--- config.mk ---
export PLATFORM = sky130hd
export DESIGN_NAME = least_connections_proxy_selector
export DESIGN_NICKNAME = d
export VERILOG_FILES = /design/src/rtl/core/lcps_pkg.sv /design/src/rtl/core/lcps_cell.sv /design/src/rtl/core/least_connections_proxy_selector.sv
export SDC_FILE = /design/constraint.sdc
export NUM_CORES = 2
export LEC_CHECK = 0
export ABC_AREA = 1
export CAP_MARGIN = 20
export CORE_MARGIN = 5
export CORE_UTILIZATION = 50
export DETAILED_ROUTE_END_ITERATION = 10
export DONT_BUFFER_PORTS = 1
export GPL_ROUTABILITY_DRIVEN = 0
export PLACE_DENSITY_LB_ADDON = 0.2
export SYNTH_ARGS = -nofsm -noshare
export SYNTH_HDL_FRONTEND = slang
export SYNTH_SLANG_ARGS = --single-unit
export TNS_END_PERCENT = 1
--- constraint.sdc ---
create_clock -name clk -period 9.28 [get_ports clk]
set_clock_uncertainty 0.2 [all_clocks]
set_input_delay 1.856 -clock clk [delete_from_list [all_inputs] [get_ports clk]]
set_output_delay 1.856 -clock clk [all_outputs]
set_load 0.02 [all_outputs]
--- src/rtl/core/lcps_pkg.sv ---
// ----------------------------------------------------------------------------
// lcps_pkg: shared types and constants for the least-connections selector
// Field widths, command and register codes, and the structs that travel
// between the control block and the row of server cells.
// ----------------------------------------------------------------------------
package lcps_pkg;

  localparam int SRV_W           = 4;   // server index field
  localparam int SRV_CNT_W       = 5;   // counts of servers, 0..31
  localparam int FAIL_W          = 8;   // successive-failure counter
  localparam int CONN_OUT_W      = 16;  // reported connection count
  localparam int INDEX_SPACE     = 16;  // entries reachable by the index field
  localparam int DEF_MAX_SERVERS = 16;
  localparam int DEF_CONN_WIDTH  = 16;

  localparam int IN_TDATA_W  = 8;
  localparam int OUT_TDATA_W = 24;
  localparam int CFG_IDX_W   = 1;
  localparam int CFG_DATA_W  = 8;

  localparam logic [FAIL_W-1:0]    FAIL_MAX        = '1;
  localparam logic [SRV_CNT_W-1:0] RST_SERVERS     = 5'd16;
  localparam logic [FAIL_W-1:0]    RST_FAIL_LIMIT  = 8'd3;

  // event kinds
  localparam logic CMD_START  = 1'b0;
  localparam logic CMD_FINISH = 1'b1;

  // configuration register indexes
  localparam logic [CFG_IDX_W-1:0] CFG_SERVERS_IN_USE = 1'b0;
  localparam logic [CFG_IDX_W-1:0] CFG_FAILURE_LIMIT  = 1'b1;

  // update command broadcast to every cell
  typedef struct packed {
    logic upd;
    logic cmd;
    logic success;
  } lcps_upd_t;

  // partial scan result handed from cell to cell
  typedef struct packed {
    logic                 valid;
    logic                 found;
    logic [SRV_W-1:0]     best;
    logic [SRV_CNT_W-1:0] excluded;
    logic                 alarm;
  } lcps_scan_t;

endpackage

--- src/rtl/core/lcps_cell.sv ---
// ----------------------------------------------------------------------------
// lcps_cell: one server entry of the selector row
// Holds the open-connection and failure counts of one server, applies the
// broadcast update when addressed, and folds its entry into the scan token
// passing through on its way to the next cell.
// ----------------------------------------------------------------------------
module lcps_cell
  import lcps_pkg::*;
#(
  parameter int CONN_WIDTH = DEF_CONN_WIDTH,
  parameter int CELL_IDX   = 0
) (
  input  logic                  clk,
  input  logic                  rst_n,
  input  lcps_upd_t             upd,
  input  logic                  hit,
  input  logic                  enabled,
  input  logic [FAIL_W-1:0]     failure_limit,
  input  lcps_scan_t            scan_i,
  input  logic [CONN_WIDTH-1:0] conn_i,
  output lcps_scan_t            scan_o,
  output logic [CONN_WIDTH-1:0] conn_o
);

  localparam logic [CONN_WIDTH-1:0] CONN_MAX = '1;
  localparam logic [SRV_W-1:0]      MY_IDX   = SRV_W'(CELL_IDX);

  logic [CONN_WIDTH-1:0] conn_r, conn_nxt;
  logic [FAIL_W-1:0]     fail_r, fail_nxt;
  logic                  alarm_r, alarm_nxt;
  lcps_scan_t            scan_r, scan_nxt;
  logic [CONN_WIDTH-1:0] sconn_r, sconn_nxt;
  logic [FAIL_W-1:0]     fail_inc;

  assign fail_inc = fail_r + 1'b1;

  always_comb begin
    conn_nxt  = conn_r;
    fail_nxt  = fail_r;
    alarm_nxt = alarm_r;
    if (upd.upd) begin
      alarm_nxt = 1'b0;
      if (hit && enabled) begin
        unique case (upd.cmd)
          CMD_START: begin
            if (conn_r != CONN_MAX) conn_nxt = conn_r + 1'b1;
          end
          CMD_FINISH: begin
            if (conn_r != '0) conn_nxt = conn_r - 1'b1;
            if (upd.success) begin
              fail_nxt = '0;
            end else if (fail_r != FAIL_MAX) begin
              fail_nxt  = fail_inc;
              alarm_nxt = (fail_inc == failure_limit);
            end
          end
          default: ;
        endcase
      end
    end
  end

  // fold this entry into the passing token
  always_comb begin
    scan_nxt  = scan_i;
    sconn_nxt = conn_i;
    if (scan_i.valid) begin
      scan_nxt.alarm = scan_i.alarm | alarm_r;
      if (enabled) begin
        if (fail_r >= failure_limit) begin
          scan_nxt.excluded = scan_i.excluded + 1'b1;
        end else if (!scan_i.found || (conn_r < conn_i)) begin
          scan_nxt.found = 1'b1;
          scan_nxt.best  = MY_IDX;
          sconn_nxt      = conn_r;
        end
      end
    end
  end

  always_ff @(posedge clk) begin
    if (!rst_n) begin
      conn_r       <= '0;
      fail_r       <= '0;
      alarm_r      <= 1'b0;
      scan_r.valid <= 1'b0;
    end else begin
      conn_r       <= conn_nxt;
      fail_r       <= fail_nxt;
      alarm_r      <= alarm_nxt;
      scan_r.valid <= scan_nxt.valid;
    end
    scan_r.found    <= scan_nxt.found;
    scan_r.best     <= scan_nxt.best;
    scan_r.excluded <= scan_nxt.excluded;
    scan_r.alarm    <= scan_nxt.alarm;
    sconn_r         <= sconn_nxt;
  end

  assign scan_o = scan_r;
  assign conn_o = sconn_r;

endmodule

--- src/rtl/core/least_connections_proxy_selector.sv ---
// ----------------------------------------------------------------------------
// least_connections_proxy_selector: least-connections server choice
// Input transactions carry one event (request started or finished) for one
// server. in_tuser is the event kind, in_tdata the server index and the
// success flag. After the event is applied, a scan token walks a row of
// MAX_SERVERS cells, one cell per cycle, and collects the usable server with
// the fewest open connections (lowest index on ties), the excluded count and
// the failure alarm. Each event yields exactly one result transaction.
// One event is worked on at a time: no new event is taken until the result
// of the last one has left the cell row. A finished result sits in the
// output register and the next event is taken meanwhile; if the receiver
// stalls, a second result is held until the output register frees, and no
// input is taken while it waits. Configuration (servers_in_use,
// failure_limit) is written on the cfg channel, which is always ready; the
// user must write it only while the block is idle, which the block itself
// does not enforce.
// Reset clears all counts, sets servers_in_use to 16 and failure_limit to 3.
// ----------------------------------------------------------------------------
module least_connections_proxy_selector
  import lcps_pkg::*;
#(
  parameter int MAX_SERVERS = DEF_MAX_SERVERS,
  parameter int CONN_WIDTH  = DEF_CONN_WIDTH
) (
  input  logic                   clk,
  input  logic                   rst_n,
  input  logic                   in_tvalid,
  output logic                   in_tready,
  input  logic [IN_TDATA_W-1:0]  in_tdata,   // [3:0] server_index, [4] success
  input  logic                   in_tuser,   // [0] cmd
  output logic                   out_tvalid,
  input  logic                   out_tready,
  output logic [OUT_TDATA_W-1:0] out_tdata,  // [3:0] best_server,
                                             // [19:4] best_connections,
                                             // [20] none_usable,
                                             // [21] over_half_failed,
                                             // [22] failure_alarm
  input  logic                   cfg_valid,
  output logic                   cfg_ready,
  input  logic [CFG_IDX_W-1:0]   cfg_index,
  input  logic [CFG_DATA_W-1:0]  cfg_data
);

  localparam int LIM = (MAX_SERVERS < INDEX_SPACE) ? MAX_SERVERS : INDEX_SPACE;
  localparam logic [SRV_CNT_W-1:0] ENTRY_LIM = SRV_CNT_W'(LIM);

  typedef enum logic [2:0] {
    ST_IDLE,
    ST_UPDATE,
    ST_LAUNCH,
    ST_SCAN,
    ST_HOLD
  } state_t;

  state_t                  state_r, state_nxt;
  logic                    cmd_r, cmd_nxt;
  logic [SRV_W-1:0]        idx_r, idx_nxt;
  logic                    succ_r, succ_nxt;
  logic [SRV_CNT_W-1:0]    servers_r;
  logic [FAIL_W-1:0]       fail_limit_r;
  logic [OUT_TDATA_W-1:0]  hold_r, hold_nxt;
  logic                    out_valid_r, out_valid_nxt;
  logic [OUT_TDATA_W-1:0]  out_data_r, out_data_nxt;

  logic [SRV_CNT_W-1:0]    entries;
  logic                    in_fire;
  logic                    out_free;
  lcps_upd_t               upd;
  lcps_scan_t              scan_w [MAX_SERVERS+1];
  logic [CONN_WIDTH-1:0]   conn_w [MAX_SERVERS+1];
  logic [MAX_SERVERS-1:0]  tok_v;
  lcps_scan_t              tail;
  logic [CONN_OUT_W-1:0]   best_conn;
  logic                    over_half;
  logic [OUT_TDATA_W-1:0]  result;

  assign entries   = (servers_r > ENTRY_LIM) ? ENTRY_LIM : servers_r;
  assign in_tready = (state_r == ST_IDLE);
  assign in_fire   = in_tvalid && in_tready;
  assign out_free  = !out_valid_r || out_tready;
  assign cfg_ready = 1'b1;

  assign upd.upd     = (state_r == ST_UPDATE);
  assign upd.cmd     = cmd_r;
  assign upd.success = succ_r;

  // inject a fresh token at the head of the row
  assign scan_w[0] = '{valid: (state_r == ST_LAUNCH), found: 1'b0, best: '0,
                       excluded: '0, alarm: 1'b0};
  assign conn_w[0] = '0;

  for (genvar i = 0; i < MAX_SERVERS; i++) begin : g_cell
    logic hit;
    logic enabled;
    if (i < INDEX_SPACE) begin : g_addr
      assign hit     = (idx_r == SRV_W'(i));
      assign enabled = (SRV_CNT_W'(i) < entries);
    end else begin : g_spare
      assign hit     = 1'b0;
      assign enabled = 1'b0;
    end
    lcps_cell #(
      .CONN_WIDTH (CONN_WIDTH),
      .CELL_IDX   (i)
    ) u_cell (
      .clk           (clk),
      .rst_n         (rst_n),
      .upd           (upd),
      .hit           (hit),
      .enabled       (enabled),
      .failure_limit (fail_limit_r),
      .scan_i        (scan_w[i]),
      .conn_i        (conn_w[i]),
      .scan_o        (scan_w[i+1]),
      .conn_o        (conn_w[i+1])
    );
    assign tok_v[i] = scan_w[i+1].valid;
  end

  assign tail = scan_w[MAX_SERVERS];

  if (CONN_WIDTH > CONN_OUT_W) begin : g_sat
    assign best_conn = (|conn_w[MAX_SERVERS][CONN_WIDTH-1:CONN_OUT_W]) ?
                       '1 : conn_w[MAX_SERVERS][CONN_OUT_W-1:0];
  end else begin : g_ext
    assign best_conn = CONN_OUT_W'(conn_w[MAX_SERVERS]);
  end

  assign over_half = (tail.excluded > (entries >> 1));
  assign result    = {1'b0, tail.alarm, over_half, !tail.found, best_conn, tail.best};

  always_comb begin
    state_nxt     = state_r;
    cmd_nxt       = cmd_r;
    idx_nxt       = idx_r;
    succ_nxt      = succ_r;
    hold_nxt      = hold_r;
    out_data_nxt  = out_data_r;
    out_valid_nxt = out_valid_r && !out_tready;
    unique case (state_r)
      ST_IDLE: begin
        if (in_fire) begin
          cmd_nxt   = in_tuser;
          idx_nxt   = in_tdata[SRV_W-1:0];
          succ_nxt  = in_tdata[SRV_W];
          state_nxt = ST_UPDATE;
        end
      end
      ST_UPDATE: state_nxt = ST_LAUNCH;
      ST_LAUNCH: state_nxt = ST_SCAN;
      ST_SCAN: begin
        if (tail.valid) begin
          if (out_free) begin
            out_data_nxt  = result;
            out_valid_nxt = 1'b1;
            state_nxt     = ST_IDLE;
          end else begin
            hold_nxt  = result;
            state_nxt = ST_HOLD;
          end
        end
      end
      ST_HOLD: begin
        if (out_free) begin
          out_data_nxt  = hold_r;
          out_valid_nxt = 1'b1;
          state_nxt     = ST_IDLE;
        end
      end
      default: state_nxt = ST_IDLE;
    endcase
  end

  always_ff @(posedge clk) begin
    if (!rst_n) begin
      state_r     <= ST_IDLE;
      out_valid_r <= 1'b0;
    end else begin
      state_r     <= state_nxt;
      out_valid_r <= out_valid_nxt;
    end
    cmd_r      <= cmd_nxt;
    idx_r      <= idx_nxt;
    succ_r     <= succ_nxt;
    hold_r     <= hold_nxt;
    out_data_r <= out_data_nxt;
  end

  always_ff @(posedge clk) begin
    if (!rst_n) begin
      servers_r    <= RST_SERVERS;
      fail_limit_r <= RST_FAIL_LIMIT;
    end else if (cfg_valid && cfg_ready) begin
      unique case (cfg_index)
        CFG_SERVERS_IN_USE: servers_r    <= cfg_data[SRV_CNT_W-1:0];
        CFG_FAILURE_LIMIT:  fail_limit_r <= cfg_data;
        default: ;
      endcase
    end
  end

  assign out_tvalid = out_valid_r;
  assign out_tdata  = out_data_r;

`ifndef SYNTH
  // only one token may be in flight along the row
  a_one_token: assert property (@(posedge clk) disable iff (!rst_n)
    $onehot0(tok_v))
    else $error("more than one scan token in the cell row");

  // a token leaves the row only while a scan is under way
  a_tail_in_scan: assert property (@(posedge clk) disable iff (!rst_n)
    tail.valid |-> (state_r == ST_SCAN))
    else $error("scan token emerged outside a scan");

  // an accepted event is applied on the following cycle
  a_accept_update: assert property (@(posedge clk) disable iff (!rst_n)
    in_fire |=> (state_r == ST_UPDATE) && upd.upd)
    else $error("accepted event not applied");

  // a chosen server implies at least one entry was not excluded
  a_found_count: assert property (@(posedge clk) disable iff (!rst_n)
    (tail.valid && tail.found) |-> (tail.excluded < entries))
    else $error("server chosen although every entry is excluded");

  // a result never overwrites one the receiver has not taken
  a_no_overwrite: assert property (@(posedge clk) disable iff (!rst_n)
    (out_valid_r && !out_tready) |=> (state_r != ST_IDLE) || $past(state_r == ST_IDLE)
      || out_valid_r)
    else $error("pending result dropped");
`endif

endmodule

---- After elaboration in Yosys (flattened, before gate mapping) ----
Index checks and enable logic that the tools add are counted.
storage, ports and cells
  bits in registers ....................... 918
  input bits .............................. 23
  output and inout bits ................... 27
operators by class
  add/sub/neg operators ................... 63
  order comparisons ....................... 49
  equality and inequality tests ........... 103
  multiplexer cells ....................... 294
  bitwise gates (word level) .............. 20
  reductions and logical operators ........ 127
operators with widths
  cell                     count
  $mux W16                 92
  $pmux W16 S2             16
  $add A16 B1 Y16 const B  16
  $mux W8                  32
  $ne A16 B16 Y1 const B   16
  $reduce_bool A16 Y1      16
  $sub A16 B1 Y16 const B  16
  $lt A16 B16 Y1           15
  $mux W5                  47
  $mux W11                 15
  $mux W10                 15
  $reduce_and A4 Y1        33
  $add A8 B1 Y8 const B    16
  $eq A8 B8 Y1             16
  $ge A8 B8 Y1             16
  $ne A8 B8 Y1 const B     16
  $add A5 B1 Y5 const B    15
  $mux W24                 3
  $ne A2 B1 Y1 const B     34
  $mux W1                  67
  $pmux W24 S2             1
  $lt A4 B5 Y1 const A     8
  $reduce_bool A2 Y1       17
  $eq A4 B4 Y1 const B     8
  25 further kinds         110

---- Logic depth before layout (Yosys ltp) ----
  word-level depth ........................ 6
  depth in mapped cells ................... 15
  depth with buffers taken out ............ 14

---- Modules after synthesis ----
A second synthesis with hierarchy kept.
unflattened totals
  cells, all modules ...................... 8923
  area total of the unflattened synthesis .. 61382.6 µm²
by module, submodules not included
  module                             instances  cells an instance  area an instance (µm²)  sequential area each (µm²)
  lcps_cell (g_cell[11].u_cell ...)  10         541                3641.0                  1061.0
  lcps_cell (g_cell[8].u_cell ...)   2          535                3641.0                  1061.0
  lcps_cell (g_cell[15].u_cell)      1          548                3691.0                  1061.0
  lcps_cell (g_cell[14].u_cell)      1          540                3686.0                  1061.0
  lcps_cell (g_cell[10].u_cell)      1          548                3673.5                  1061.0
  lcps_cell (g_cell[0].u_cell)       1          548                3654.8                  1061.0
  least_connections_proxy_selector   1          259                2985.4                  1901.8

---- Worst setup path before layout ----
Ideal clock, no wire load.
  path type ............................... reg2reg
  start ................................... register cmd_r
  end ..................................... register g_cell[6].u_cell.conn_r[14]
  arrival time ............................ 6778 ps
  required time ........................... 8963 ps
  path slack .............................. 2185 ps
  stages on the path, launching flop included .. 15
  buffers on the path ..................... 3
  period minus slack after synthesis ...... 7095 ps
  path through ............................ edfxtp_1 -> inv_2 -> buf_2 -> buf_4 -> buf_2 -> fa_1 -> inv_1 -> nand3_1 -> nand2_1 -> a21boi_0 -> nand3b_1 -> nand3_1 -> nand2_1 -> nor2_1 -> nor2_1
on the way
  longest elaborated chain between the ends .. 3
  elaborated cells between the ends (all ways) .. 5
  those cells by class .................... eq/ne: 2; mux: 1; bitwise: 1; reduce/logical: 1
RTL lines
  what                         RTL line                                 source
  start: declaration           least_connections_proxy_selector.sv:56   logic cmd_r, cmd_nxt;
  start signal: assignment     least_connections_proxy_selector.sv:182  cmd_r <= cmd_nxt;
  $not A1 Y1                   lcps_cell.sv:44                          unique case (upd.cmd)
  $ne A2 B1 Y1 (no line)       --
  $reduce_and A4 Y1 (no line)  --
  end signal: assignment       lcps_cell.sv:88                          conn_r <= conn_nxt;
  end: declaration             lcps_cell.sv:28                          logic [CONN_WIDTH-1:0] conn_r, conn_nxt;
Parallel ways exist; a longest one is shown, timed or not.
A chain may end at the register's enable or synchronous reset.

---- Worst setup path after layout ----
  start ................................... register fail_limit_r[6]
  end ..................................... register g_cell[10].u_cell.sconn_r[8]
on the way
  longest elaborated chain between the ends .. 4
RTL lines
  what                                RTL line                                 source
  start: declaration                  least_connections_proxy_selector.sv:60   logic [FAIL_W-1:0] fail_limit_r;
  start signal: assignment            least_connections_proxy_selector.sv:196  CFG_FAILURE_LIMIT: fail_limit_r <= cfg_data;
  $ge A8 B8 Y1                        lcps_cell.sv:70                          if (fail_r >= failure_limit) begin
  $mux W16                            lcps_cell.sv:70
  $mux W16                            lcps_cell.sv:69                          if (enabled) begin
  $mux W16                            lcps_cell.sv:67                          if (scan_i.valid) begin
  net g_cell[10].u_cell.sconn_nxt[8]  lcps_cell.sv:32                          logic [CONN_WIDTH-1:0] sconn_r, sconn_nxt;
  end signal: assignment              lcps_cell.sv:97                          sconn_r <= sconn_nxt;
  end: declaration                    lcps_cell.sv:32
The timed path passes the listed nets, and every way through them passes these cells.

==> flow_results.org <==
** CTS
- Clk root buf :: clkbuf_16
- Clk sinks :: a little under 900
- CTS H-tree depth :: 3
- Number of buffers created by CTS :: 100
- Number of gates resized after CTS :: 0
- Post-CTS timing repair inserted 0 buffers for setup.
- TritonCTS built the clock tree.
- For the worst-skew pair, the clock arrives at the later sink with an insertion delay of a little over 0.7 ns.
- After clock tree synthesis, the flow added hold-fix buffers numbering 0.
- Number of buffers on the longest clock path :: 3
- Clock slew seen by the registers of the worst setup and hold paths :: 0.06 ns

** Global routing
- Global-route congestion overflow total :: 0
- Pin count of the biggest net entering global routing :: about 230
- Across every metal layer, demand over resource in global routing totals 24.9%.
- The number of global-route vias before repair came to 52.4k.
- Global-route wire length before repair :: between 200 and 300 mm
- The initial antenna violation count is 4.

** Floorplanning
- Once the floorplan was initialized, standard cells occupied between 50% and 60% of the core.
- Area of the die :: approximately 130,000 um^2
- Count of pins on the block boundary :: 50
- From bottom edge to top edge, the die measures approximately 350 um.
- The core region is between 100,000 and 150,000 um^2.
- In this run the horizontal extent of the chip is between 300 and 400 um.
- Row generation in the floorplan step produced around 130 rows.

** Synth
- Asr flop ratio synth :: 0%
- Yosys printed 0 warnings.
- Most area-hungry cell type in the Yosys netlist :: dfxtp_1
- The cell area that synthesis handed to floorplanning was just under 60,000 um^2.
- In this run the mean area of a mapped cell was around 6.8 um^2.
- Ys flop type :: dfxtp_1
- The synthesized design devotes to its leading area cell type 28.4% of total area.
- The synthesized design contains 52 enable-type register cells.
- When the netlist entered floorplanning its net count stood at 9,411.
- Synthesis produced 8,761 cells.
- Summing the sequential cell areas from Yosys gives 31.0% of the chip area.
- Post-synthesis cell type count :: 57
- Area contributors post-synth :: dfxtp_1 28%, nand2_1 15%, ha_1 13%
- Yosys reg bits :: roughly 890

** Critical path
- Launching element type of the critical path :: flip-flop
- The worst register-to-register path has a setup slack of between 4 and 5 ns.
- Critical R2R Capture :: g_cell[10].u_cell.conn_o[8]
- For the worst setup path, the data required time is 9.66 ns.
- Critical path peak fanout :: 29
- CP endpoint kind :: flip-flop
- Kind of critical path :: reg2reg
- Cell depth of the worst flop-to-flop path :: 12
- Launching instance or port of the critical path :: fail_limit_r[6]
- WP data arrival :: 4.98 ns
- Launching point of the worst reg2reg path :: fail_limit_r[6]

** Min path
- Worst hold stages :: 1
- Tightest Hold Check Type :: reg2reg
- Min-Delay Startpoint :: g_cell[9].u_cell.scan_o[0]
- WHS Endpoint :: g_cell[10].u_cell.scan_o[0]

** STA
- Count of endpoints failing setup in the final report :: 0
- Final-layout worst hold slack :: around 0.19 ns
- Sum Neg Setup Slack :: 0 ns
- Slew HR :: 20.1%
- The final critical path takes up between 40% and 50% of the cycle.
- The hold violation total from the final report is 0.
- The final-report max-slew violation count came to 0.
- Max Clock Freq :: around 220 MHz
- At the pin with the least slew margin, the transition time is approximately 1.2 ns.
- The worst path in the final design needs a cycle of ~4.6 ns, including I/O delays and setup.
- Setup repair after global routing left no endpoint under its margin.

** Cells and area
- In the layout the commonest cells are 2,380 x nand2_1, 1,028 x inv_1, 840 x dfxtp_1.
- Share of final-layout standard cells stronger than drive strength 1 :: 3.74%
- Area overhead of the layout relative to synthesis :: 7.97%
- In the final layout, flip-flops and latches occupy 18,400 um^2.
- Most common cell after layout, fill and taps aside :: nand2_1
- Area used by multi-input combinational logic :: between 30,000 and 40,000 um^2
- After the last flow step, the layout net total stands at 9,362.
- Counting the fill cells in the layout gives 11.5k.

** Power and ir drop
- Summing internal, switching and leakage power gives around 9100 uW.
- IR analysis of the VDD net gives a maximum drop of 0.000145 V.
- Dividing total power by cell area gives a power density of about 140 nW/um^2.
- Leakage :: between 0.03 and 0.04 uW

** Routing
- Before antenna repair, the detailed router went through 8 iterations.
- The detail route stage leaves a number of antenna-violating nets equal to 0.
- Total number of vias :: between 50k and 60k
- Total DRC errors in the routed layout :: 0
- After detailed routing, the total wire length is approximately 160 mm.
- After detailed routing, the number of vias per cell comes to roughly 5.4.
- After detailed routing, the average wire length per cell comes to approximately 16 um.
- Iteration-0 DRC count of the detailed router :: ~4.1k

** Run
- The tool flagged a number of max-cap violations equal to 0.

** Placed design
- Input and output buffers added on the ports amount to 0.
- After legalization and detailed placement, the total HPWL measured around 120 mm.

** Run status
- Outcome :: finished, final reports clean
==> worst max-delay path, cell delays in order (launching register included) <==
cell and delay [ns]:
dfxtp_1 0.29, buf_4 0.25, inv_1 0.41, buf_4 0.57, ha_1 0.33, nand2_1 0.08, nor2_1 0.06, nand2_1 0.06
o2111ai_1 0.58, nor2_2 0.96, nand2_2 0.42, nand2_1 0.14, nand2_1 0.07
==> power by group <==
group | switching (uW) | total, uW | internal, uW
Clock | 1680 | 4080 | 2400
Combinational | 746 | 1070 | 322
Sequential | 63.0 | 3990 | 3930
==> registers in the layout, indices dropped and copies added, names as in the netlist <==
register               flops
g_cell.u_cell.scan_o     167
g_cell.u_cell.conn_o     256
hold_r                    23
cmd_r                      1
out_tvalid                 1
g_cell.u_cell.fail_r     128
state_r                    3
servers_r                  5
idx_r                      4
succ_r                     1
out_tdata                 23
g_cell.u_cell.conn_r     256
g_cell.u_cell.alarm_r     16
fail_limit_r               8
==> per-stage QoR <==
step | std cells | worst slack, ns | util (%) | instance area [um^2]
floorplan | 8761 | 2.19 | - | 59300
global placement | 10145 | 4.90 | 51.4 | 60600
detailed placement | 10145 | 4.84 | 51.4 | 60600
CTS | 10329 | 4.85 | 54.2 | 64000
global route | 10331 | 4.64 | 54.3 | 64000
finish | 10334 | 4.68 | 54.3 | 64000
==> Yosys cell counts, types with 17 or more instances <==
| cell type | n |
|---|---|
| o21a_1 | 38 |
| nor3_1 | 133 |
| or2_2 | 36 |
| ha_1 | 611 |
| nand4_1 | 187 |
| inv_1 | 1031 |
| nand2_1 | 2380 |
| xor2_1 | 156 |
| nor2_1 | 813 |
| o21ai_0 | 352 |
| clkbuf_1 | 99 |
| a31oi_1 | 29 |
| nand3_1 | 816 |
| inv_2 | 17 |
| nand3b_1 | 26 |
| buf_2 | 56 |
| a21o_1 | 56 |
| a21oi_1 | 734 |
| xnor2_1 | 77 |
| edfxtp_1 | 52 |
| dfxtp_1 | 840 |
==> logic make-up (layout without fill, tap and decap cells) <==
family | Yosys count | count (layout) | share of synthesized area (%)
other | 2 | 6 | 0.0127
buffers and inverters | 1244 | 1277 | 8.20
AOI/OAI and AO/OA | 1270 | 1270 | 11.5
adders and majority gates | 627 | 627 | 13.4
xor gates and xnor gates | 236 | 236 | 3.56
DFF | 892 | 892 | 31.0
and+or+nand+nor | 4490 | 4490 | 32.3
==> metal layers <==
| layer | up-vias | track usage, % | part of all wire (%) |
|---|---|---|---|
| met5 | - | 0 | 0.0081 |
| met4 | 2 | 8.37 | 3.1 |
| met3 | 299 | 3.21 | 5.8 |
| met2 | 1432 | 42.9 | 46 |
| met1 | 25625 | 32.2 | 45 |
| li1 | 28712 | - | - |
==> layout make-up <==
cell class                 count  share of cell area [%]
clock inverter                53                   0.960
timing repair buffer          39                   0.477
antenna                        4                  0.0156
sequential                   892                    28.7
multi-input combinational   6625                    56.3
tap                         1536                    3.00
clock buffer                 131                    4.30
inverter                    1054                    6.20
==> worst max-delay path by stage <==
stage,slack (ns),cells past startpoint,endpoint
2_1_floorplan,2.19,14,g_cell[6].u_cell.conn_r[14]
5_1_grt,4.64,12,g_cell[10].u_cell.conn_o[11]
3_3_place_gp,4.90,12,g_cell[10].u_cell.conn_o[10]
6_report,4.68,12,g_cell[10].u_cell.conn_o[8]
4_1_cts,4.85,12,g_cell[10].u_cell.conn_o[9]
3_5_place_dp,4.84,12,g_cell[10].u_cell.conn_o[10]
Note: power is estimated with default switching activity, not from simulation.
